==> src/rtl/core/ppid_pkg.sv <==
// Shared types and constants for the position PID controller.
// Used by ppid_ctrl, ppid_dp and position_pid_with_reverse_offset.
package ppid_pkg;

  localparam int CONTROL_RATE = 1024;

  localparam int GAIN_W    = 16;
  localparam int POS_W     = 32;
  localparam int TICK_W    = 16;
  localparam int DUTY_W    = 32;
  localparam int ERR_W     = 40;
  localparam int PROD_W    = ERR_W + GAIN_W + 1;
  localparam int ACC_W     = PROD_W + 3;
  localparam int CFG_IDX_W = 8;

  localparam logic [CFG_IDX_W-1:0] REG_GAIN_P  = CFG_IDX_W'(0);
  localparam logic [CFG_IDX_W-1:0] REG_GAIN_I  = CFG_IDX_W'(1);
  localparam logic [CFG_IDX_W-1:0] REG_GAIN_D  = CFG_IDX_W'(2);
  localparam logic [CFG_IDX_W-1:0] REG_GAIN_DD = CFG_IDX_W'(3);

  localparam logic [GAIN_W-1:0] GAIN_P_RST  = GAIN_W'(25000);
  localparam logic [GAIN_W-1:0] GAIN_I_RST  = GAIN_W'(50);
  localparam logic [GAIN_W-1:0] GAIN_D_RST  = GAIN_W'(280);
  localparam logic [GAIN_W-1:0] GAIN_DD_RST = GAIN_W'(0);

  localparam int INTEG_MULT    = 8;
  localparam int DUTY_SHIFT    = 10;
  localparam int REV_SPEED_MIN = 4096;
  localparam int REV_MUL       = 19;
  localparam int REV_SHIFT     = 9;

  // x*99/100: multiply by 99, then floor(n/100) as (n*ceil(2^31/100)) >> 31,
  // exact for n < 2^24.
  localparam int LEAK_NUM     = 99;
  localparam int LEAK_RECIP   = 21474837;
  localparam int LEAK_RECIP_W = 25;
  localparam int LEAK_SHIFT   = 31;

  typedef enum logic [1:0] {
    MAC_P,
    MAC_I,
    MAC_D,
    MAC_DD
  } mac_sel_t;

  typedef struct packed {
    logic     load;
    logic     clear;
    logic     err_en;
    logic     scale_en;
    logic     leak_en;
    logic     diff_en;
    logic     mul_en;
    mac_sel_t mac_sel;
    logic     add_en;
    logic     div_en;
    logic     out_load;
  } ppid_cmd_t;

endpackage

==> src/rtl/core/ppid_ctrl.sv <==
// Sequencer for the position PID controller: steps the datapath through
// one control tick and owns the request handshakes. Depends on ppid_pkg.
module ppid_ctrl (
  input  logic                clk,
  input  logic                rst,
  input  logic                in_valid,
  output logic                in_stall,
  input  logic                kind,
  output logic                out_valid,
  input  logic                out_stall,
  output ppid_pkg::ppid_cmd_t cmd
);

  typedef enum logic [2:0] {
    S_IDLE,
    S_ERR,
    S_SCALE,
    S_LEAK,
    S_DIFF,
    S_MAC,
    S_DIV,
    S_OUT
  } state_t;

  localparam logic [2:0] MAC_LAST = 3'd4;

  state_t     state;
  logic [2:0] cnt;

  assign in_stall = (state != S_IDLE);

  always_comb begin
    cmd          = '0;
    cmd.load     = (state == S_IDLE) && in_valid && !kind;
    cmd.clear    = (state == S_IDLE) && in_valid && kind;
    cmd.err_en   = (state == S_ERR);
    cmd.scale_en = (state == S_SCALE);
    cmd.leak_en  = (state == S_LEAK);
    cmd.diff_en  = (state == S_DIFF);
    cmd.mul_en   = (state == S_MAC) && (cnt != MAC_LAST);
    cmd.mac_sel  = ppid_pkg::mac_sel_t'(cnt[1:0]);
    cmd.add_en   = (state == S_MAC) && (cnt != 3'd0);
    cmd.div_en   = (state == S_DIV);
    cmd.out_load = (state == S_OUT) && (!out_valid || !out_stall);
  end

  always_ff @(posedge clk) begin
    if (rst) begin
      state     <= S_IDLE;
      cnt       <= 3'd0;
      out_valid <= 1'b0;
    end else begin
      if (cmd.out_load) begin
        out_valid <= 1'b1;
      end else if (out_valid && !out_stall) begin
        out_valid <= 1'b0;
      end
      unique case (state)
        S_IDLE: begin
          if (cmd.load) begin
            state <= S_ERR;
          end
        end
        S_ERR:   state <= S_SCALE;
        S_SCALE: state <= S_LEAK;
        S_LEAK:  state <= S_DIFF;
        S_DIFF: begin
          cnt   <= 3'd0;
          state <= S_MAC;
        end
        S_MAC: begin
          if (cnt == MAC_LAST) begin
            state <= S_DIV;
          end else begin
            cnt <= cnt + 3'd1;
          end
        end
        S_DIV: state <= S_OUT;
        S_OUT: begin
          if (cmd.out_load) begin
            state <= S_IDLE;
          end
        end
        default: state <= S_IDLE;
      endcase
    end
  end

endmodule

==> config.mk <==
export PLATFORM = sky130hd
export DESIGN_NAME = ppid_ctrl
export DESIGN_NICKNAME = d
export VERILOG_FILES = /design/src/rtl/core/ppid_pkg.sv /design/src/rtl/core/ppid_ctrl.sv
export SDC_FILE = /design/constraint.sdc
export NUM_CORES = 1
export LEC_CHECK = 0
export BUFFER_PORTS_ARGS = -buffer_cell sky130_fd_sc_hd__buf_2
export CORE_AREA = 2 2 39 41
export DETAILED_ROUTE_END_ITERATION = 8
export DIE_AREA = 0 0 41 43
export PLACE_DENSITY_LB_ADDON = 0.05
export SYNTH_ARGS = -nofsm -noshare
export SYNTH_HDL_FRONTEND = slang
export SYNTH_SLANG_ARGS = --single-unit
==> constraint.sdc <==
create_clock -name clk -period 1.7 [get_ports clk]
set_input_delay 0.17 -clock clk [delete_from_list [all_inputs] [get_ports clk]]
set_output_delay 0.17 -clock clk [all_outputs]
set_load 0.01 [all_outputs]
==> impl_metrics.json, run 1 <==
{
  "status": "finished clean",
  "grt_max_degree": 16,
  "synthArstFlopShare": 0,
  "core.rowCount": 14,
  "area_growth_pct": 19.1,
  "clock-skew-final_ns": 0.00678,
  "synth_area_sq_um": 497,
  "place_ws_ns": 0.331,
  "power_density_nw_per_um2": 789,
  "grt_usage": 0.149,
  "drt_wl_total_mm": 1.03,
  "drcViolationCount": 0,
  "vias": 477,
  "cts.sinks": 7,
  "hold_viol_final": 0,
  "vdd_drop_max_uv": 509,
  "p_int_uw": 309,
  "syn_area_per_cell_sq_um": 7.88,
  "synth_edf_count": 0,
  "synthFlopType": "dfxtp_1",
  "core-area_sq_um": 1380,
  "setup-violations-final": 0,
  "start_util": 0.359,
  "cp_num_buf_inv": 2,
  "numPlacedInstances": 92,
  "dp_hpwl_um": 756,
  "ys_warn_count": 0,
  "netlist_instances": 63,
  "cts_made_buffers": 3,
  "crit_chain": "inv_1 -> ha_1 -> nand2_2 -> nor3b_1 -> buf_2",
  "slew_viol_final": 0,
  "setup_tns_ns": 0,
  "crit_slowest_cell": "dfxtp_2",
  "worstSetupPathType": "flip-flop to primary output",
  "start_kind": "flip-flop",
  "syn-num-nets": 70,
  "clkLatencyLatePin_ns": 0.26,
  "switching_power_uw": 158,
  "portBuffers": 18,
  "switching_share": 0.338,
  "first_pass_iters": 3,
  "cp.required_ns": 1.53,
  "critPathMaxFanout": 5,
  "detail_route.iter0.violations": 10,
  "fillers": 155,
  "max_cap_violations": 0,
  "clockBufferDepth": 2,
  "antenna_left": 0,
  "path_clk_slew_ns": 0.05,
  "hold_path_startpoint": "rst",
  "path_delay_family": "flip-flops",
  "p_leak_nw": 0.277,
  "r2r-start": "state[2]",
  "finalWorstSetupSlack_ns": 0.128,
  "synth-seq-area-share": 0.282,
  "tightestPinTransition_ns": 0.452,
  "boundaryPins": 19,
  "fmax_ghz": 0.636,
  "pwr-share-clk": 0.334,
  "rsz0062_at_grt": "false",
  "relSlewSlack": 0.698,
  "place.gp.congestion": 0.745,
  "crit_arrival_ns": 1.40,
  "dieArea_sq_um": 1760,
  "routedWlPerCell_um": 10.7,
  "finalCriticalPeriod_ns": 1.57,
  "min_path_type": "input pin to flip-flop",
  "gr-total-overflow": 0,
  "antennaDiodeCount": 0,
  "cts-root-buf": "clkbuf_4",
  "vias_per_cell": 4.97,
  "pwr-share-comb": 0.217,
  "final_nets": 88,
  "post_layout_nonfiller_instances": 96,
  "crit_path_end_kind": "primary output",
  "period_share": 0.925,
  "synth-seq-cells": 7,
  "die-height_um": 43,
  "crit_path_max_incr_delay_ns": 0.36,
  "setup.worst_path.start": "cnt[0]",
  "grt_pass1_vias": 401,
  "cts_tree": "yes",
  "p_seq_frac": 0.449,
  "synthDistinctLibCells": 26,
  "antenna_found_initial": 0,
  "grt_pass1_wl_mm": 1.79,
  "die_width_um": 41,
  "htreeDepth": 1,
  "drive_above_1_share": 0.425
}
[cells in the mapped netlist, types with 2 or more instances]
master	n	area, sq um
nor3b_1	2	15.0
ha_1	2	25.0
nand4_1	4	25.0
a21oi_1	6	30.0
nand2_1	8	30.0
dfxtp_1	7	140
nand2b_1	2	12.5
nor2_1	5	18.8
inv_1	4	15.0
buf_6	3	33.8
a31oi_1	2	12.5
nor3_1	3	15.0
buf_4	2	15.0
[cell type report]
type                       instances  area, sq um  area share
tap                               16         20.0      0.0338
multi-input combinational         46          292       0.493
clock inverter                     1         5.00     0.00846
inverter                           5         18.8      0.0317
timing repair buffer              18         90.1       0.152
clock buffer                       3         22.5      0.0381
sequential                         7          144       0.243
[worst register-to-register path, delay by kind of cell (launching register included)]
kind               cells  cell delay [ns]
DFF                    1             0.60
and+or+nand+nor        2             0.33
AOI/OAI and AO/OA      1             0.22
[repair_timing]
action | 4_1_cts | 5_1_grt
setup buffers | 0 | 0
endpoints found under the setup margin | 0 | 2
hold buffers | 0 | 0
gates resized for setup | 0 | 4
[sequential cells by signal, summed over array words and instances (netlist names)]
signal     flops
cnt            3
state          3
out_valid      1
[layer usage]
metal,GRT usage,vias to the layer above,share of wire
li1,-,252,-
met1,0.214,211,0.51
met2,0.191,14,0.41
met3,0.0785,0,0.080
met4,0.0400,0,0
met5,0,-,0
[kinds of logic (layout without fill, tap and decap cells)]
family,Yosys count,count (layout),share of synthesized area
simple gates,32,32,0.373
fa+ha+maj,2,2,0.0504
buf+inv,10,27,0.136
compound gates,12,12,0.159
flops,7,7,0.282
[final timing paths]
path / cells past startpoint / end / slack [ns]
setup / recovery: 5 / cmd[5] / 0.13
hold / removal: 2 / state[0] / 0.18
setup reg to reg: 3 / state[0] / 0.46
hold reg to reg: 2 / cnt[0] / 0.50
[power groups by stage]
stage / Combinational (mW) / Sequential [mW] / Clock [mW]
final: 0.101 / 0.210 / 0.156
after global routing: 0.116 / 0.216 / 0.175
after CTS: 0.103 / 0.208 / 0.166
after detailed placement: 0.103 / 0.212 / 0
after global placement: 0.104 / 0.213 / 0
after floorplan: 0.103 / 0.188 / 0
[stage by stage]
stage                      util  hold slack [ns]  power, mW  instance area [sq um]
after CTS                 0.423            0.175      0.477                    586
after detailed placement  0.403            0.457      0.315                    558
final                     0.428            0.183      0.467                    592
after global placement    0.403            0.456      0.317                    558
after global routing      0.428            0.179      0.507                    592
after floorplan               -            0.238      0.290                    497
[cells in the final DEF (no fill, tap or decap), types with 3 or more instances in the layout]
| cell type | instances |
|---|---|
| inv_1 | 4 |
| dfxtp_2 | 3 |
| buf_2 | 18 |
| dfxtp_1 | 4 |
| nor3_1 | 3 |
| clkbuf_4 | 3 |
| a21oi_1 | 6 |
| nand2_1 | 7 |
| nor2_1 | 5 |
| nand4_1 | 4 |
Note: power is estimated with default switching activity, not from simulation.
==> run 2, diff against run 1 <==
- CELL_PAD_IN_SITES_DETAIL_PLACEMENT: default -> 1
- CELL_PAD_IN_SITES_GLOBAL_PLACEMENT: default -> 1
- CORE_AREA: 2 2 39 41 -> default
- CORE_MARGIN: default -> 1.5
- CORE_UTILIZATION: default -> 34
- DIE_AREA: 0 0 41 43 -> default
==> run 2 against run 1 <==
Effect of this change: register-to-register slack improved by 0.02 ns; sequential share of layout area is 0.21 points higher; design area decreased by 0.85%; via count fell by 1.0%; routed wire length increased by 12%; fmax decreased by 1.9%; cell count shrank 1.0%; critical path type unchanged; setup slack worse by 0.031 ns; highest routed layer is now met4; clock power about the same; hold slack improved by 0.0014 ns; sequential power hardly changed.
==> impl_metrics.json, run 2 (synthesis results as in run 1) <==
{
  "status": "finished clean",
  "die_width_um": 41.2,
  "final_cell_mix": "buf_2, nand2_1, a21oi_1",
  "numPlacedInstances": 91,
  "cts-root-buf": "clkbuf_4",
  "clock-skew-final_ns": 0.00555,
  "boundaryPins": 19,
  "crit_slowest_cell": "dfxtp_2",
  "post_layout_nonfiller_instances": 95,
  "antenna_left": 0,
  "cts_tree": "yes",
  "drive_above_1_share": 0.400,
  "place.gp.congestion": 0.773,
  "die-height_um": 41.2,
  "gr-total-overflow": 0,
  "grt_max_degree": 16,
  "setup.worst_path.start": "cnt[0]",
  "crit_path_end_kind": "primary output",
  "drt_wl_total_mm": 1.15,
  "path_delay_family": "flip-flops",
  "core-area_sq_um": 1330,
  "cts_made_buffers": 3,
  "vias_per_cell": 4.97,
  "portBuffers": 18,
  "htreeDepth": 1,
  "min_path_type": "input pin to flip-flop",
  "multi_input_area_sq_um": 289,
  "worstSetupPathType": "flip-flop to primary output",
  "hold_path_startpoint": "rst",
  "start_kind": "flip-flop",
  "slew_viol_final": 0,
  "r2r-start": "state[2]",
  "clockBufferDepth": 2,
  "cts.sinks": 7,
  "clkLatencyLatePin_ns": 0.25,
  "critPathMaxFanout": 5,
  "post_cts_buffers": 0,
  "period_share": 0.943,
  "start_util": 0.372,
  "path_clk_slew_ns": 0.06,
  "routedWlPerCell_um": 12.1,
  "largest_registers": "cnt: 3 flops, state: 3 flops, out_valid: 1 flops",
  "tightestPinTransition_ns": 0.432,
  "final_common_cell": "buf_2",
  "final_nets": 88,
  "power_density_nw_per_um2": 792,
  "cp.required_ns": 1.53,
  "ff_latch_area_sq_um": 144,
  "crit_chain": "inv_1 -> ha_1 -> nand2_1 -> nor3b_1 -> buf_2",
  "first_pass_iters": 4,
  "antennaDiodeCount": 0,
  "drcViolationCount": 0,
  "grt_pass1_vias": 369,
  "core.rowCount": 13,
  "dp_hpwl_um": 871,
  "antenna_found_initial": 0,
  "fillers": 187,
  "finalCriticalPeriod_ns": 1.60,
  "grt_pass1_wl_mm": 1.64,
  "max_cap_violations": 0,
  "p_leak_nw": 0.274,
  "vias": 472,
  "vdd_drop_max_uv": 366,
  "setup_tns_ns": 0,
  "grt_usage": 0.158,
  "relSlewSlack": 0.711,
  "fmax_ghz": 0.624,
  "dieArea_sq_um": 1700,
  "cp_num_buf_inv": 2,
  "crit_arrival_ns": 1.43,
  "whs_ns": 0.184,
  "setup-violations-final": 0,
  "area_growth_pct": 18.1,
  "hold_viol_final": 0,
  "detail_route.iter0.violations": 4,
  "crit_path_max_incr_delay_ns": 0.36,
  "ctsHoldBuffers": 0
}
==> run 2: metrics by stage <==
step	setup WS (ns)	power, mW	util	cell area [sq um]
CTS	0.0238	0.476	0.437	583
global placement	0.357	0.315	0.417	557
floorplan	0.416	0.290	-	497
detailed placement	0.317	0.316	0.417	557
finish	0.0968	0.465	0.440	587
global route	-0.00174	0.501	0.440	587
==> run 2: per-layer routing <==
layer / part of all wire / wire [um] / GRT usage / vias to the layer above
met5: 0 / 0 / 0 / -
li1: - / - / - / 252
met3: 0.044 / 51 / 0.0163 / 2
met2: 0.43 / 493 / 0.195 / 9
met1: 0.52 / 594 / 0.229 / 209
met4: 0.0096 / 11 / 0.145 / 0
==> run 2: worst register-to-register path, stage by stage, from the launching register on <==
cell and delay, ns:
dfxtp_1 0.58, and2b_2 0.26, nand2_1 0.07, a311oi_2 0.22
==> run 2: cell type report <==
type | instances | area share
Multi-Input combinational cell | 46 | 0.493
Tap cell | 15 | 0.0320
Sequential cell | 7 | 0.245
Timing Repair Buffer | 18 | 0.154
Inverter | 5 | 0.0320
Clock buffer | 4 | 0.0448
==> run 2: power breakdown <==
group          switching [mW]  leakage (nW)  internal [mW]
Combinational          0.0553         0.201         0.0481
Clock                  0.0634        0.0150         0.0897
Sequential             0.0337        0.0581          0.175
==> run 2: path summary, 6_finish.rpt <==
kind | slack [ns] | depth (start not counted) | end
max | 0.1 | 5 | cmd[5]
min | 0.18 | 2 | state[0]
max reg2reg | 0.48 | 3 | state[0]
min reg2reg | 0.50 | 2 | cnt[1]
==> run 2: what timing repair did <==
action                     in CTS  in global routing
resized for setup               0                  3
setup endpoints to repair       0                  2
hold endpoints to repair        0                  0
